--- src/hsdm_pkg.sv ---
// Types and constants for the H-bridge signed duty meter.
// No dependencies; imported by the top level.
package hsdm_pkg;

    localparam int unsigned OUT_WIDTH  = 32;
    localparam int unsigned DUTY_WIDTH = 16;
    localparam int unsigned CFG_WIDTH  = 8;
    localparam int unsigned STEP_WIDTH = 4;

    localparam logic [CFG_WIDTH-1:0]  WINDOW_RESET = 8'd199;
    // One quotient bit per step: 2^15 down to 2^0
    localparam logic [STEP_WIDTH-1:0] STEP_LAST    = 4'd15;
    localparam logic [DUTY_WIDTH-1:0] DUTY_POS_MAX = 16'h7FFF;

    localparam logic CMD_TICK = 1'b0;
    localparam logic CMD_PIN  = 1'b1;

    typedef enum logic [1:0] {
        MODE_BRAKE,
        MODE_FORWARD,
        MODE_REVERSE
    } t_mode;

    typedef enum logic [1:0] {
        ST_IDLE,
        ST_LOAD,
        ST_DIV,
        ST_OUT
    } t_state;

    // Decode one pin pair: equal levels brake, first high forward
    function automatic t_mode decode_pair(input logic a, input logic b);
        t_mode m;
        if (a == b) begin
            m = MODE_BRAKE;
        end else if (a) begin
            m = MODE_FORWARD;
        end else begin
            m = MODE_REVERSE;
        end
        return m;
    endfunction

endpackage

--- src/hbridge_signed_duty_meter.sv ---
// H-bridge signed duty meter top level; uses hsdm_pkg.
// Tick and plain pin beats are accepted without a stall; input stall is low when idle.
// A window report runs sum load, 16 bit-serial quotient steps and output for each
// motor in turn, and the output step waits out downstream stall.
// Reset is synchronous, active low: window 199, all counts, levels and flags zero.
module hbridge_signed_duty_meter
    import hsdm_pkg::*;
#(
    parameter int unsigned TIME_WIDTH = 32
) (
    input  logic                        i_clk,
    input  logic                        i_rst_n,
    // input channel
    input  logic                        i_valid,
    output logic                        o_stall,
    input  logic                        i_cmd,
    input  logic [1:0]                  i_pin,
    input  logic                        i_level,
    // configuration
    input  logic                        i_cfg_we,
    input  logic [CFG_WIDTH-1:0]        i_cfg_data,
    // result channel
    output logic                        o_valid,
    input  logic                        i_stall,
    output logic                        o_motor,
    output logic [OUT_WIDTH-1:0]        o_forward_time,
    output logic [OUT_WIDTH-1:0]        o_brake_time,
    output logic [OUT_WIDTH-1:0]        o_reverse_time,
    output logic signed [DUTY_WIDTH-1:0] o_duty,
    output logic                        o_last
);

    localparam int unsigned SUM_WIDTH = TIME_WIDTH + 2;
    localparam int unsigned REM_WIDTH = TIME_WIDTH + 3;

    t_state                  r_state, n_state;
    logic [CFG_WIDTH-1:0]    r_window;
    logic [3:0]              r_levels;
    t_mode                   r_mode [2];
    logic [1:0]              r_seen;
    logic [TIME_WIDTH-1:0]   r_fwd [2];
    logic [TIME_WIDTH-1:0]   r_brk [2];
    logic [TIME_WIDTH-1:0]   r_rev [2];
    logic [CFG_WIDTH-1:0]    r_event_total;
    logic                    r_motor;
    logic [SUM_WIDTH-1:0]    r_total;
    logic [REM_WIDTH-1:0]    r_rem;
    logic [DUTY_WIDTH-1:0]   r_quot;
    logic                    r_neg;
    logic                    r_zero;
    logic [STEP_WIDTH-1:0]   r_step;

    logic                    in_accept;
    logic                    out_take;
    logic                    report_hit;
    logic                    div_done;
    logic [3:0]              n_levels;
    logic                    pair_m;
    logic [TIME_WIDTH-1:0]   sel_f, sel_b, sel_r;
    logic [SUM_WIDTH-1:0]    sum_all;
    logic [TIME_WIDTH-1:0]   diff_abs;
    logic                    rem_ge;
    logic [REM_WIDTH-1:0]    rem_sub;
    logic [DUTY_WIDTH-1:0]   quot_fin;
    logic [DUTY_WIDTH-1:0]   duty_fin;

    // Saturate a time count to the 32-bit output field
    function automatic logic [OUT_WIDTH-1:0] clamp_out(input logic [TIME_WIDTH-1:0] v);
        return ((v >> OUT_WIDTH) != '0) ? '1 : OUT_WIDTH'(v);
    endfunction

    assign o_stall    = (r_state != ST_IDLE);
    assign in_accept  = i_valid && !o_stall;
    assign out_take   = o_valid && !i_stall;
    assign report_hit = (r_event_total >= r_window);
    assign div_done   = (r_state == ST_DIV) && (r_step == STEP_LAST);

    // New pin levels and the pair they touch
    always_comb begin
        n_levels        = r_levels;
        n_levels[i_pin] = i_level;
        pair_m          = i_pin[1];
    end

    // Totals of the motor under report
    always_comb begin
        sel_f    = r_fwd[r_motor];
        sel_b    = r_brk[r_motor];
        sel_r    = r_rev[r_motor];
        sum_all  = SUM_WIDTH'(sel_f) + SUM_WIDTH'(sel_b) + SUM_WIDTH'(sel_r);
        diff_abs = (sel_f >= sel_r) ? (sel_f - sel_r) : (sel_r - sel_f);
    end

    // One restoring-division step per cycle
    always_comb begin
        rem_ge   = (r_rem >= REM_WIDTH'(r_total));
        rem_sub  = rem_ge ? (r_rem - REM_WIDTH'(r_total)) : r_rem;
        quot_fin = {r_quot[DUTY_WIDTH-2:0], rem_ge};
        if (r_zero) begin
            duty_fin = '0;
        end else if (!r_neg) begin
            duty_fin = quot_fin[DUTY_WIDTH-1] ? DUTY_POS_MAX : quot_fin;
        end else begin
            duty_fin = ~quot_fin + DUTY_WIDTH'(1);
        end
    end

    // State register
    always_ff @(posedge i_clk) begin
        if (!i_rst_n) begin
            r_state <= ST_IDLE;
        end else begin
            r_state <= n_state;
        end
    end

    // Next state
    always_comb begin
        n_state = r_state;
        case (r_state)
            ST_IDLE: begin
                if (in_accept && (i_cmd == CMD_PIN) && report_hit) begin
                    n_state = ST_LOAD;
                end
            end
            ST_LOAD: n_state = ST_DIV;
            ST_DIV: begin
                if (div_done) begin
                    n_state = ST_OUT;
                end
            end
            ST_OUT: begin
                if (!i_stall) begin
                    n_state = r_motor ? ST_IDLE : ST_LOAD;
                end
            end
            default: n_state = ST_IDLE;
        endcase
    end

    // Window register
    always_ff @(posedge i_clk) begin
        if (!i_rst_n) begin
            r_window <= WINDOW_RESET;
        end else if (i_cfg_we) begin
            r_window <= i_cfg_data;
        end
    end

    // Pin tracking, time accumulation and window clear
    always_ff @(posedge i_clk) begin
        if (!i_rst_n) begin
            r_levels      <= '0;
            r_seen        <= '0;
            r_event_total <= '0;
            r_motor       <= 1'b0;
            for (int m = 0; m < 2; m++) begin
                r_mode[m] <= MODE_BRAKE;
                r_fwd[m]  <= '0;
                r_brk[m]  <= '0;
                r_rev[m]  <= '0;
            end
        end else begin
            if (in_accept && (i_cmd == CMD_TICK)) begin
                // credit the tick to the mode that held, saturating
                for (int m = 0; m < 2; m++) begin
                    if (r_seen[m]) begin
                        case (r_mode[m])
                            MODE_FORWARD: begin
                                if (r_fwd[m] != '1) r_fwd[m] <= r_fwd[m] + TIME_WIDTH'(1);
                            end
                            MODE_REVERSE: begin
                                if (r_rev[m] != '1) r_rev[m] <= r_rev[m] + TIME_WIDTH'(1);
                            end
                            default: begin
                                if (r_brk[m] != '1) r_brk[m] <= r_brk[m] + TIME_WIDTH'(1);
                            end
                        endcase
                    end
                end
            end else if (in_accept && report_hit) begin
                // report beat: consume the event, start a new window
                r_event_total <= CFG_WIDTH'(1);
                r_motor       <= 1'b0;
            end else if (in_accept) begin
                r_levels       <= n_levels;
                r_mode[pair_m] <= decode_pair(n_levels[{pair_m, 1'b0}],
                                              n_levels[{pair_m, 1'b1}]);
                r_seen[pair_m] <= 1'b1;
                r_event_total  <= r_event_total + CFG_WIDTH'(1);
            end

            if ((r_state == ST_OUT) && !i_stall) begin
                if (r_motor) begin
                    // both motors reported: clear the totals
                    for (int m = 0; m < 2; m++) begin
                        r_fwd[m] <= '0;
                        r_brk[m] <= '0;
                        r_rev[m] <= '0;
                    end
                end else begin
                    r_motor <= 1'b1;
                end
            end
        end
    end

    // Bit-serial divider: load, then shift one quotient bit per cycle
    always_ff @(posedge i_clk) begin
        case (r_state)
            ST_LOAD: begin
                r_total <= sum_all;
                r_rem   <= REM_WIDTH'(diff_abs);
                r_neg   <= (sel_f < sel_r);
                r_zero  <= (sum_all == '0);
                r_quot  <= '0;
                r_step  <= '0;
            end
            ST_DIV: begin
                r_rem  <= {rem_sub[REM_WIDTH-2:0], 1'b0};
                r_quot <= quot_fin;
                r_step <= r_step + STEP_WIDTH'(1);
            end
            default: begin
                r_step <= r_step;
            end
        endcase
    end

    // Result valid
    always_ff @(posedge i_clk) begin
        if (!i_rst_n) begin
            o_valid <= 1'b0;
        end else if (div_done) begin
            o_valid <= 1'b1;
        end else if (out_take) begin
            o_valid <= 1'b0;
        end
    end

    // Result payload, held until taken
    always_ff @(posedge i_clk) begin
        if (div_done) begin
            o_motor        <= r_motor;
            o_last         <= r_motor;
            o_forward_time <= clamp_out(sel_f);
            o_brake_time   <= clamp_out(sel_b);
            o_reverse_time <= clamp_out(sel_r);
            o_duty         <= duty_fin;
        end
    end

endmodule

--- config.mk ---
export PLATFORM = sky130hd
export DESIGN_NAME = hbridge_signed_duty_meter
export DESIGN_NICKNAME = d
export VERILOG_FILES = /design/src/hsdm_pkg.sv /design/src/hbridge_signed_duty_meter.sv
export SDC_FILE = /design/constraint.sdc
export NUM_CORES = 1
export LEC_CHECK = 0
export ABC_AREA = 1
export BUFFER_PORTS_ARGS = -buffer_cell sky130_fd_sc_hd__clkbuf_2
export CORE_AREA = 2 2 325 327
export DETAILED_ROUTE_END_ITERATION = 7
export DIE_AREA = 0 0 327 329
export GPL_ROUTABILITY_DRIVEN = 0
export SYNTH_ARGS = -nofsm -noshare
export SYNTH_HDL_FRONTEND = slang
export SYNTH_SLANG_ARGS = --single-unit
--- constraint.sdc ---
create_clock -name i_clk -period 6.9 [get_ports i_clk]
set_input_delay 1.38 -clock i_clk [delete_from_list [all_inputs] [get_ports i_clk]]
set_output_delay 1.38 -clock i_clk [all_outputs]
set_load 0.005 [all_outputs]
* Word level (Yosys, flattened, before mapping)
Memories as Yosys holds them, arrays and structs flattened. A register that Yosys moved wholly into a read port is not among the register bits. Index checks and enable logic that the tools add are counted.
Operators by class: equality and inequality tests 18, muxes and demuxes 99, multiply operators 0, magnitude comparators 10, bitwise gates (word level) 17, shift operators 0, divide/modulo/power cells 0, $add $sub $neg 14, reduce and logical (&&, ||, !) cells 24
Operators by type and width (count):
- $mux W32 | 13
- $add A32 B1 Y32 const B | 6
- $ne A32 B32 Y1 const B | 6
- $pmux W35 S2 | 1
- $mux W1 | 64
- $sub A32 B32 Y32 | 2
- $ge A35 B34 Y1 | 1
- $add A33 B32 Y34 | 1
- $logic_not A34 Y1 | 1
- $mux W34 | 1
- $sub A34 B34 Y34 | 1
- $add A32 B32 Y33 | 1
- $ge A32 B32 Y1 | 1
- $lt A32 B32 Y1 | 1
- $pmux W15 S2 | 1
- $mux W2 | 10
- $add A16 B1 Y16 const B | 1
- $mux W16 | 1
- $mux W8 | 2
- $not A16 Y16 | 1
- $mux W15 | 1
- $or A1 B1 Y1 | 12
- $logic_and A1 B1 Y1 | 10
- $lt A2 B3 Y1 const B | 3
- 24 further kinds | 40
Word-level totals: output and inout port bits 116, RAM bits 196, bits of input ports 17, ROM bits 0, bits in registers 229, bits in latches 0, word-level logic and storage cells 204, memories 4
Memories:
- r_brk | words 2, width 32, read ports 3, clocked after memory_dff 1, write ports 2, RTL line hbridge_signed_duty_meter.sv:42 | logic [TIME_WIDTH-1:0] r_brk [2];
- r_fwd | words 2, width 32, read ports 3, clocked after memory_dff 1, write ports 2, RTL line hbridge_signed_duty_meter.sv:41 | logic [TIME_WIDTH-1:0] r_fwd [2];
- r_rev | words 2, width 32, read ports 3, clocked after memory_dff 1, write ports 2, RTL line hbridge_signed_duty_meter.sv:43 | logic [TIME_WIDTH-1:0] r_rev [2];
- r_mode | words 2, width 2, read ports 2, clocked after memory_dff 0, write ports 2, RTL line hbridge_signed_duty_meter.sv:39 | t_mode r_mode [2];

* Depth between registers and ports, before layout
Gate-level depths: netlist of the first run.
depth after elaboration 14, gate-level depth with buffers 25, mapped depth without buffers 22

* Worst setup path after synthesis of the first run
No wires, ideal clock.
path kind register to register, from register r_state[0], to register o_brake_time[0] (enable), cell stages (with the launch flop) 6, clock period less this slack 6.227 ns, arrival 5.639 ns, slack 0.673 ns, path buffers 1, cell sequence dfxtp_1 inv_1 ha_1 clkbuf_1 inv_2 nor2_1
Between the ends: word-level cells in the longest chain between the ends 2
Ends and longest elaborated chain:
- start, declared | RTL line hbridge_signed_duty_meter.sv:36 | t_state r_state, n_state;
- start signal, assigned | RTL line hbridge_signed_duty_meter.sv:113 | r_state <= n_state;
- $eq A2 B2 Y1 | RTL line hbridge_signed_duty_meter.sv:76 | assign div_done = (r_state == ST_DIV) && (r_step == STEP_LAST);
- $logic_and A1 B1 Y1 | RTL line hbridge_signed_duty_meter.sv:76
- via div_done | RTL line hbridge_signed_duty_meter.sv:56 | logic div_done;
- end signal, assigned | RTL line hbridge_signed_duty_meter.sv:247 | o_brake_time <= clamp_out(sel_b);
- end, declared | RTL line hbridge_signed_duty_meter.sv:27 | output logic [OUT_WIDTH-1:0] o_brake_time,
The timed path passes the listed nets, and every way through them passes these cells. A chain may end at the register's enable or synchronous reset.

==> results of run 1 <==
area by class of cell:
cell class              count  area (µm²)
repair buffers            153         818
fillers                 11000       69700
flip-flops and latches    426       12500
inverters                 654        2450
well taps                1391        1740
clock buffers              58        1280
clock inverters            33         374
multi-input cells        2815       15500
power by group:
part	switching [mW]	internal, mW	leakage (nW)
combinational	3.20	1.42	10.1
sequential	0.246	3.38	4.13
clock	1.14	1.56	0.799
metal layers:
layer | up-vias | wire [µm] | global-route usage [%]
met3 | 152 | 6500 | 2.47
met2 | 866 | 44200 | 29.2
met5 | - | 13 | 0
met1 | 12600 | 42400 | 23.7
li1 | 13200 | - | -
met4 | 2 | 3540 | 6.07
flip-flops by register name (all words and copies together), names as in the netlist, 8 cells and up, named ones only:
register / count
o_reverse_time: 32
r_brk: 64
r_fwd: 64
r_quot: 15
r_rev: 64
r_event_total: 8
o_brake_time: 32
r_total: 34
o_duty: 16
r_window: 8
o_forward_time: 32
r_rem: 35
per-stage QoR:
step	std cells	area, µm²	util, %
global placement	5438	33000	31.6
CTS	5530	34700	33.2
finish	5530	34700	33.2
detailed placement	5439	33000	31.6
global route	5530	34700	33.2
floorplan	3986	31000	-
critical path, delay by kind of cell (launching register included):
family	cells	cell delay [ns]
AND/OR/NAND/NOR	9	1.63
AO/OA/AOI/OAI	4	1.06
adder cells (fa/ha/maj)	1	0.45
buffers and inverters	2	0.86
flip-flops	1	0.74
logic make-up after synthesis:
kind of cell / after synthesis
adder cells (fa/ha/maj): 190
flip-flops: 426
AO/OA/AOI/OAI: 580
AND/OR/NAND/NOR: 1856
multiplexers: 2
XOR/XNOR: 187
buffers and inverters: 745
worst paths after layout:
check             startpoint         to  cells after the start
hold reg to reg    r_seen[0]  r_seen[0]                      2
hold / removal     r_seen[0]  r_seen[0]                      2
setup / recovery    register  r_rem[31]                     16
setup reg to reg    register  r_rem[31]                     16
cells in the mapped netlist, types with 14 or more instances:
cell type	n	area, µm²
nand4_1	66	413
a31oi_1	14	87.6
nor4_1	22	138
ha_1	154	1930
xnor2_1	39	342
fa_1	36	721
o21a_1	15	113
nor3_2	16	160
o21ai_0	254	1270
dfxtp_1	27	541
nor2_2	19	119
nor2_1	490	1840
edfxtp_1	399	12000
o21bai_1	20	150
a21oi_1	218	1090
nand3_1	162	811
nand2_1	917	3440
clkbuf_1	41	154
inv_1	651	2440
nor3_1	101	505
xor2_1	148	1300
==> impl_results.md, run 1 <==
* Outcome: complete, no violations
* Synth cell types at 58
* Main synth FF type: edfxtp_1
* Die Y-Extent at about 330 µm
* Max-slew headroom at 19.5%
* Most frequent cells in the layout: nand2_1 (915), inv_1 (651), nor2_1 (489), edfxtp_1 (399), o21ai_0 (252)
* Ys Warns at 0
* Overall Power at around 11 mW
* Period utilisation layout at between 70% and 80%
* Die Footprint at around 110,000 µm²
* Setup TNS at 0 ns
* Residual DRC at 0
* Die span in x at 327 µm
* IO Port Bufs at between 100 and 150
* Clk sink count at 426
* FF+latch count, synth at 426
* Max frequency at roughly 200 MHz
* Post-synth net total at roughly 4,200
* RSZ-0062 raised after global routing: false
* Post-Synth XOR/XNOR Area at 5.28%
* Largest family of logic cells by synthesized area: simple AND/OR/NAND/NOR gates
* Vias post-DR at 26,800
* Vias in the first global route at 25,300
* FFs w/ async S/R, synth at 0%
* Post-synthesis mux area share at 0.0646%
* Grt ovf at 0
* Flop2flop setup slack at 1.86 ns
* DRT iter0 DRCs at 2,470
* Setup violators final at 0
* DR WL/cell at 17.5 µm
* Share of cells above drive strength 1 at 7.83%
* Setup WS pre-CTS at 2.07 ns
* Post-Route Skew at roughly 0.065 ns
* Initial Util at approximately 30%
* Commonest non-fill, non-tap cell in the layout: nand2_1
* Final Hold Viols at 0
* Post-CTS Setup Inserts at 0
* Mapped cell area at ~31,000 µm²
* Hold buffer count at cts at 0
* CTS Buf Count at 50
* Max-cap violations at 0
* PD cells at ~320 nW/µm²
* Detailed Route WL at 96,600 µm
* # IOs at 133
* Global-route wire length before repair at between 100,000 and 150,000 µm
* Global Route Usage Sum at 17.7%
* Instance count of the mapped netlist at 3,986
* Post-synthesis compound-gate area fraction at between 10% and 20%
* Final Critical Period at between 5 and 6 ns
* Post-route setup slack at ~1.9 ns
* Inserted Diodes at 0
* Worst-skew pair later-pin latency at 0.66 ns
* Root Buffer: clkbuf_16
* Sequential element share of the synthesized area at 40.4%
* Rows at 119
* Critical Path RT at 7.27 ns
* Leakage at 15.0 nW
* CTS Buffer Depth at 3
* Clk slew on worst S/H paths at 0.06 ns
* Number of synthesized flops with an enable pin at 399
* Syn_area_per_cell at 7.78 µm²
* Peak supply drop at 0.000249 V
* Largest net degree at the start of global routing at 71
* CTS tree: built
* Critical Path Source Type: register
* Simple-Gate Fraction of Synth Area at 25.8%
* Worst slew pin tran at 1.20 ns
* CP max FO at 70
* Crit-path most repeated cell: nand2_1
* CP max stage cell: and3_1
* Post-DP HPWL at 77,100 µm
* Core area at 104,000 µm²
* Max incr delay on CP at around 0.88 ns
* Area Overhead vs Synth at 11.8%
* Final ANT Viol Nets at 0
* Worst hold slack at 0.442 ns
* Cts repair resizes at 0
* DRT Pass-1 Iters at 6
* Arrival @ worst endpoint at 5.40 ns
* CP Cell Sequence: buf_4 > nand2_1 > o21ai_0 > inv_1 > ha_1 > a21oi_1 > o21ai_0 > a21oi_1 > nor2_1 > nor2_1 > and3_1 > nand2_1 > nand2_1 > nand2_1 > nand3_1 > nand2_1
* Fin nets at 4,307
* Crit end category: register
* Max Slew Vio Count at 0
* Type of the worst min-delay path: register to register
* Post-synthesis adder-cell area fraction at under 10%
* Vias/cell at 4.85
* Critical Setup Path Class: register to register
* H-tree Lvls at 2
* Initial antenna violation count at 4
No activity file was read; power rests on OpenSTA's default activity.
==> inputs of run 2 (changes only) <==
==> constraint.sdc (replaced) <==
create_clock -name i_clk -period 4.2 [get_ports i_clk]
set_input_delay 0.84 -clock i_clk [delete_from_list [all_inputs] [get_ports i_clk]]
set_output_delay 0.84 -clock i_clk [all_outputs]
set_load 0.005 [all_outputs]
==> run 2 against run 1 <==
  * Critical path type unchanged
  * First-iteration DRC count increased by 8.3%
  * Global-route usage grew 0.30 points
  * Largest power group unchanged
  * Routed wire length grew 2.6%
==> impl_results.md, run 2 (same netlist as run 1, synthesis figures left out) <==
* Outcome: complete, no violations (unchanged)
* Placed Area at 34,300 µm² (was 33,000 µm²)
* Final instance area at 36,000 µm² (was 34,700 µm²)
* Critical Path RT at 4.56 ns (was 7.27 ns)
* DRT Pass-1 Iters at 6 (unchanged)
* CP max FO at 63 (was 70)
* Die Y-Extent at 329 µm (unchanged)
* Max Slew Vio Count at 0 (unchanged)
* Core area at 104,000 µm² (unchanged)
* Final Critical Period at 4.01 ns (was 5.04 ns)
* Post-route setup slack at 0.194 ns (was 1.86 ns)
* DR WL/cell at 17.4 µm (was 17.5 µm)
* Vias/cell at 4.83 (was 4.85)
* Grt ovf at 0 (unchanged)
* Critical Setup Path Class: register to register (unchanged)
* Largest net degree at the start of global routing at 65 (was 71)
* Global Route Usage Sum at 18.0% (was 17.7%)
* Detailed Route WL at 99,200 µm (was 96,600 µm)
* Setup violators final at 0 (unchanged)
* Final ANT Viol Nets at 0 (unchanged)
* Worst hold slack at 0.430 ns (was 0.442 ns)
* Commonest non-fill, non-tap cell in the layout: nand2_1 (unchanged)
* Max-cap violations at 0 (unchanged)
* Period utilisation layout at 95.4% (was 73.0%)
* Largest registers: r_brk (64), r_fwd (64), r_rev (64) (unchanged)
* Residual DRC at 0 (unchanged)
* Fin nets at 4,475 (was 4,307)
* H-tree Lvls at 2 (unchanged)
* Initial Util at 29.7% (unchanged)
* Area Overhead vs Synth at 16.1% (was 11.8%)
* DRT iter0 DRCs at 2,674 (was 2,470)
* Max-slew headroom at 32.8% (was 19.5%)
* Reg power frac at 32.0% (was 33.1%)
* Worst slew pin tran at 1.01 ns (was 1.20 ns)
* Net Sw Frac at 41.7% (was 41.9%)
* CTS Buf Count at 51 (was 50)
* IO Port Bufs at 132 (unchanged)
* Clock power share at 23.6% (was 24.7%)
* Post-DP HPWL at 79,500 µm (was 77,100 µm)
* Int Power at 10.8 mW (was 6.36 mW)
* Critical Path Source Type: register (unchanged)
* Vias post-DR at 27,600 (was 26,800)
* Comb pwr share at 44.4% (was 42.2%)
* Share of cells above drive strength 1 at 11.8% (was 7.83%)
* Final core utilization at 34.5% (was 33.2%)
* # IOs at 133 (unchanged)
* Leakage at 15.8 nW (was 15.0 nW)
* Die Footprint at 108,000 µm² (unchanged)
* Die span in x at 327 µm (unchanged)
* Worst-skew pair later-pin latency at 0.63 ns (was 0.66 ns)
* Clk slew on worst S/H paths at 0.06 ns (about the same)
* Type of the worst min-delay path: primary input to register (was register to register)
* Vias in the first global route at 26,400 (was 25,300)
* Global-route wire length before repair at 150,000 µm (was 148,000 µm)
* Clk sink count at 426 (unchanged)
* RSZ-0062 raised after global routing: true (was false)
* CTS Buffer Depth at 3 (unchanged)
* Root Buffer: clkbuf_16 (unchanged)
* Most frequent cells in the layout: nand2_1 (916), inv_1 (647), nor2_1 (486), edfxtp_1 (399), o21ai_0 (240) (was nand2_1 (915), inv_1 (651), nor2_1 (489), edfxtp_1 (399), o21ai_0 (252))
* Max frequency at 250 MHz (was 199 MHz)
* Inserted Diodes at 0 (unchanged)
* CTS tree: built (unchanged)
* Arrival @ worst endpoint at 4.36 ns (was 5.40 ns)
* Post-Route Skew at 0.0325 ns (was 0.0647 ns)
* Psw at 7.69 mW (was 4.58 mW)
* Peak supply drop at 0.000308 V (was 0.000249 V)
* Setup WS pre-CTS at 0.0170 ns (was 2.07 ns)
* Rows at 119 (unchanged)
* Final Hold Viols at 0 (unchanged)
* PD cells at 513 nW/µm² (was 316 nW/µm²)
* Crit end category: register (unchanged)
* Initial antenna violation count at 2 (was 4)
## run 2: changes by cell type in the layout (fill, tap and decap cells not counted), moves of 4 or more
| cell | change |
|---|---|
| inv_2 | +4 |
| buf_4 | +160 |
| ha_1 | -5 |
| inv_1 | -4 |
| clkbuf_1 | +7 |
| bufinv_16 | -4 |
| o21ai_1 | +11 |
| ha_2 | +5 |
| o21ai_0 | -12 |
## run 2: power groups by stage
stage | clock network [mW] | logic [mW] | registers (mW)
after floorplan | 0 | 5.39 | 5.87
after global placement | 0 | 7.97 | 5.98
after detailed placement | 0 | 8.01 | 5.99
after CTS | 4.46 | 8.06 | 5.91
after global routing | 4.62 | 9.15 | 5.97
final | 4.35 | 8.19 | 5.91
## run 2: layout make-up
| cell class | instances | area (µm²) |
|---|---|---|
| clock inverters | 26 | 233 |
| fillers | 11000 | 68400 |
| clock buffers | 69 | 1390 |
| multi-input cells | 2815 | 15500 |
| flip-flops and latches | 426 | 12500 |
| inverters | 654 | 2450 |
| well taps | 1391 | 1740 |
| repair buffers | 320 | 2140 |
## run 2: path summary, 6_finish.rpt
check                                    to          start  cells past startpoint  slack (ns)
worst max-delay path              r_rem[31]       register                     17        0.19
worst min-delay path            r_window[6]  i_cfg_data[6]                      3        0.43
worst max register to register    r_rem[31]       register                     17        0.19
worst min register to register    r_seen[1]      r_seen[1]                      2        0.45
## run 2: through the flow
step	setup TNS [ns]	std cells	power, mW
after global routing	-0.0135	5701	19.7
final	0	5701	18.4
after global placement	0	5599	13.9
after detailed placement	0	5599	14.0
after floorplan	0	3986	11.3
after CTS	0	5695	18.4
## run 2: repair_timing
| action | in CTS | in global routing |
|---|---|---|
| cloned | 0 | 0 |
| hold buffers | 0 | 0 |
| resized for setup | 0 | 35 |
| endpoints found under the setup margin | 1 | 35 |
| setup buffers | 1 | 6 |
## run 2: metal layers
layer / global-route usage [%] / up-vias / share of wire [%]
met3: 2.40 / 182 / 6.2
met5: 0 / - / 0
met4: 6.99 / 0 / 4.0
li1: - / 13600 / -
met1: 23.7 / 12900 / 43
met2: 30.0 / 923 / 46
## run 2: worst max-delay path: stages, from the launching register on
cell     delay (ns)
dfxtp_4        0.42
buf_6          0.17
buf_16         0.19
o21ai_0        0.45
inv_1          0.23
ha_1           0.38
nand2_1        0.15
nor2_1         0.45
nand2_1        0.21
nor2_1         0.16
nand2_1        0.08
and2_1         0.16
nand2_2        0.16
nand2_1        0.12
nand2_1        0.08
nand2_1        0.05
nand3_1        0.18
nand2_1        0.08
==> inputs of run 3 (changes only) <==
==> constraint.sdc (replaced) <==
create_clock -name i_clk -period 4.1 [get_ports i_clk]
set_input_delay 0.82 -clock i_clk [delete_from_list [all_inputs] [get_ports i_clk]]
set_output_delay 0.82 -clock i_clk [all_outputs]
set_load 0.005 [all_outputs]
==> run 3 against run 2 <==
  * Power grew 0.87%
  * Combinational power is essentially flat
  * Cell count shrank 0.40%
  * Largest cell class unchanged
  * Critical endpoint is now r_zero
  * Via count shrank 0.27%
  * Core utilization shrank 0.16 points
  * Global-route usage shrank 0.17 points
  * Maximum frequency grew 0.66%
  * First-iteration DRC count grew 4.1%
  * Clock power is essentially flat
  * Setup slack lost 0.074 ns
  * Sequential share of layout area grew 0.17 points
==> impl_results.md, run 3 (same netlist as run 1, synthesis figures left out) <==
* Vias in the first global route at 26,000 (was 26,400)
* Largest net degree at the start of global routing at 65 (unchanged)
* Final ANT Viol Nets at 0 (unchanged)
* Crit end category: register (unchanged)
* CP max FO at 59 (was 63)
* Most frequent cells in the layout: nand2_1 (913), inv_1 (640), nor2_1 (486), edfxtp_1 (399), o21ai_0 (222) (was nand2_1 (916), inv_1 (647), nor2_1 (486), edfxtp_1 (399), o21ai_0 (240))
* Hold buffer count at cts at 0 (unchanged)
* WHS Endpoint: r_window[0] (was r_window[6])
* Initial Util at 29.7% (unchanged)
* Die Y-Extent at 329 µm (unchanged)
* Final core utilization at 34.3% (was 34.5%)
* Setup WS pre-CTS at 0.0387 ns (was 0.0170 ns)
* Global Route Usage Sum at 17.8% (was 18.0%)
* Critical Setup Path Class: register to register (unchanged)
* CTS Buffer Depth at 3 (unchanged)
* Peak supply drop at 0.000298 V (was 0.000308 V)
* DRT Pass-1 Iters at 6 (unchanged)
* Met1 usage at 23.9% (was 23.7%)
* Detailed Route WL at 99,200 µm (about the same)
* Worst-skew pair later-pin latency at 0.63 ns (about the same)
* Setup violators final at 0 (unchanged)
* Die Footprint at 108,000 µm² (unchanged)
* Share of cells above drive strength 1 at 11.4% (was 11.8%)
* DRT iter0 DRCs at 2,783 (was 2,674)
* Area of the multi-input gates at 15,500 µm² (about the same)
* Fin nets at 4,453 (was 4,475)
* Crit-path most repeated cell: nand2_1 (unchanged)
* Worst hold slack at 0.407 ns (was 0.430 ns)
* Register area at 12,500 µm² (unchanged)
* Residual DRC at 0 (unchanged)
* CTS Buf Count at 50 (was 51)
* Rows at 119 (unchanged)
* Initial antenna violation count at 3 (was 2)
* Clk sink count at 426 (unchanged)
* Fill count at 10,900 (was 11,000)
* Max incr delay on CP at 0.53 ns (was 0.45 ns)
* Global-route track usage on met2 at 30.0% (about the same)
* Max Slew Vio Count at 0 (unchanged)
* Worst slew pin tran at 1.05 ns (was 1.01 ns)
* Area Overhead vs Synth at 15.6% (was 16.1%)
* DR WL/cell at 17.5 µm (was 17.4 µm)
* Critical Path RT at 4.56 ns (about the same)
* IO Port Bufs at 132 (unchanged)
* Gr busiest metal: met2 (unchanged)
* Final Hold Viols at 0 (unchanged)
* CP Cell Sequence: buf_12 > o21ai_0 > inv_1 > fa_1 > ha_1 > nand2_1 > nor2_1 > inv_1 > nor3_1 > nand3_1 > nand2_1 > nand2_1 > nand2_1 > nand3_1 > nor2_1 > nand4_1 > nor2_1 (was buf_6 > buf_16 > o21ai_0 > inv_1 > ha_1 > nand2_1 > nor2_1 > nand2_1 > nor2_1 > nand2_1 > and2_1 > nand2_2 > nand2_1 > nand2_1 > nand2_1 > nand3_1 > nand2_1)
* Root Buffer: clkbuf_16 (unchanged)
* Type of the worst min-delay path: primary input to register (unchanged)
* Commonest non-fill, non-tap cell in the layout: nand2_1 (unchanged)
* PD cells at 519 nW/µm² (was 513 nW/µm²)
* CTS tree: built (unchanged)
* Worst Path Buf+Inv at 3 (unchanged)
* H-tree Lvls at 2 (unchanged)
* RR Endpoint: r_zero (was r_rem[31])
* Die span in x at 327 µm (unchanged)
* Global-route wire length before repair at 149,000 µm (was 150,000 µm)
* Worst reg2reg path depth at 17 (unchanged)
* Hold path cells at 3 (unchanged)
* Arrival @ worst endpoint at 4.43 ns (was 4.36 ns)
* Vias post-DR at 27,500 (was 27,600)
* Max-cap violations at 0 (unchanged)
* Grt ovf at 0 (unchanged)
* Clk slew on worst S/H paths at 0.06 ns (about the same)
* Leakage at 15.7 nW (was 15.8 nW)
* Largest registers: r_brk (64), r_fwd (64), r_rev (64) (unchanged)
* Flop2flop setup slack at 0.12 ns (was 0.19 ns)
* CP max stage cell: o21ai_0 (unchanged)
* Period utilisation layout at 97.1% (was 95.4%)
* Critical Path Source Type: register (unchanged)
* Post-Route Skew at 0.0355 ns (was 0.0325 ns)
* Met3 usage at 1.97% (was 2.40%)
* Outcome: complete, no violations (unchanged)
* Post-route setup slack at 0.120 ns (was 0.194 ns)
* Max-slew headroom at 29.9% (was 32.8%)
* Max frequency at 251 MHz (was 250 MHz)
* Final Critical Period at 3.98 ns (was 4.01 ns)
* CP top delay family: simple AND/OR/NAND/NOR gates (unchanged)
* # IOs at 133 (unchanged)
* RSZ-0062 raised after global routing: true (unchanged)
* Core area at 104,000 µm² (unchanged)
* Vias/cell at 4.84 (was 4.83)
* Worst Hold Launch: i_cfg_data[0] (was i_cfg_data[6])
* Post-DP HPWL at 79,400 µm (was 79,500 µm)
## run 3: cell types whose count changed in the layout (fill, tap and decap cells not counted), moves of 3 or more
cell	delta
buf_4	-22
inv_1	-7
inv_2	+7
nand2_1	-3
nand2_2	+3
o21ai_0	-18
o21ai_1	+15
## run 3: layer usage
metal | wire length, µm | part of all wire [%] | vias up
li1 | - | - | 13500
met1 | 43000 | 43 | 12800
met2 | 46200 | 47 | 973
met3 | 6680 | 6.7 | 168
met4 | 3310 | 3.3 | 0
met5 | 0 | 0 | -
## run 3: worst max path at each step
| stage | from | endpoint | cells past startpoint |
|---|---|---|---|
| after floorplan | register | r_zero | 22 |
| after global placement | register | r_rem[26] | 16 |
| after detailed placement | register | r_zero | 17 |
| after CTS | register | r_zero | 17 |
| after global routing | register | r_zero | 20 |
| final | register | r_zero | 17 |
## run 3: layout make-up
| type | count | area share (%) |
|---|---|---|
| flip-flops and latches | 426 | 35.0 |
| inverters | 654 | 6.85 |
| well taps | 1391 | 4.86 |
| repair buffers | 299 | 5.60 |
| clock inverters | 24 | 0.636 |
| clock buffers | 67 | 3.73 |
| diodes | 2 | 0.0140 |
| multi-input cells | 2815 | 43.3 |
## run 3: per-stage QoR
stage / total power, mW / TNS [ns] / instances / instance area, µm²
6_report: 18.6 / 0 / 5678 / 35800
5_1_grt: 19.9 / -0.0335 / 5676 / 35800
4_1_cts: 18.6 / 0 / 5667 / 35600
3_5_place_dp: 14.1 / 0 / 5576 / 34100
3_3_place_gp: 14.1 / 0 / 5576 / 34100
2_1_floorplan: 11.5 / 0 / 3986 / 31000
## run 3: worst register-to-register path, cell delays in order, from the launching register on
cell,delay (ns)
dfxtp_4,0.42
buf_12,0.22
o21ai_0,0.53
inv_1,0.27
fa_1,0.50
ha_1,0.41
nand2_1,0.14
nor2_1,0.15
inv_1,0.08
nor3_1,0.28
nand3_1,0.18
nand2_1,0.11
nand2_1,0.05
nand2_1,0.09
nand3_1,0.07
nor2_1,0.11
nand4_1,0.10
nor2_1,0.12
## run 3: report_power, final
group	switching (mW)	internal, mW	total, mW	leakage (nW)
logic	5.47	2.70	8.17	10.8
clock network	1.89	2.48	4.37	0.753
registers	0.391	5.68	6.07	4.13
## run 3: what timing repair did
action,4_1_cts,5_1_grt
endpoints found under the hold margin,0,0
setup endpoints to repair,0,26
buffers inserted,0,7
gates resized for setup,0,60
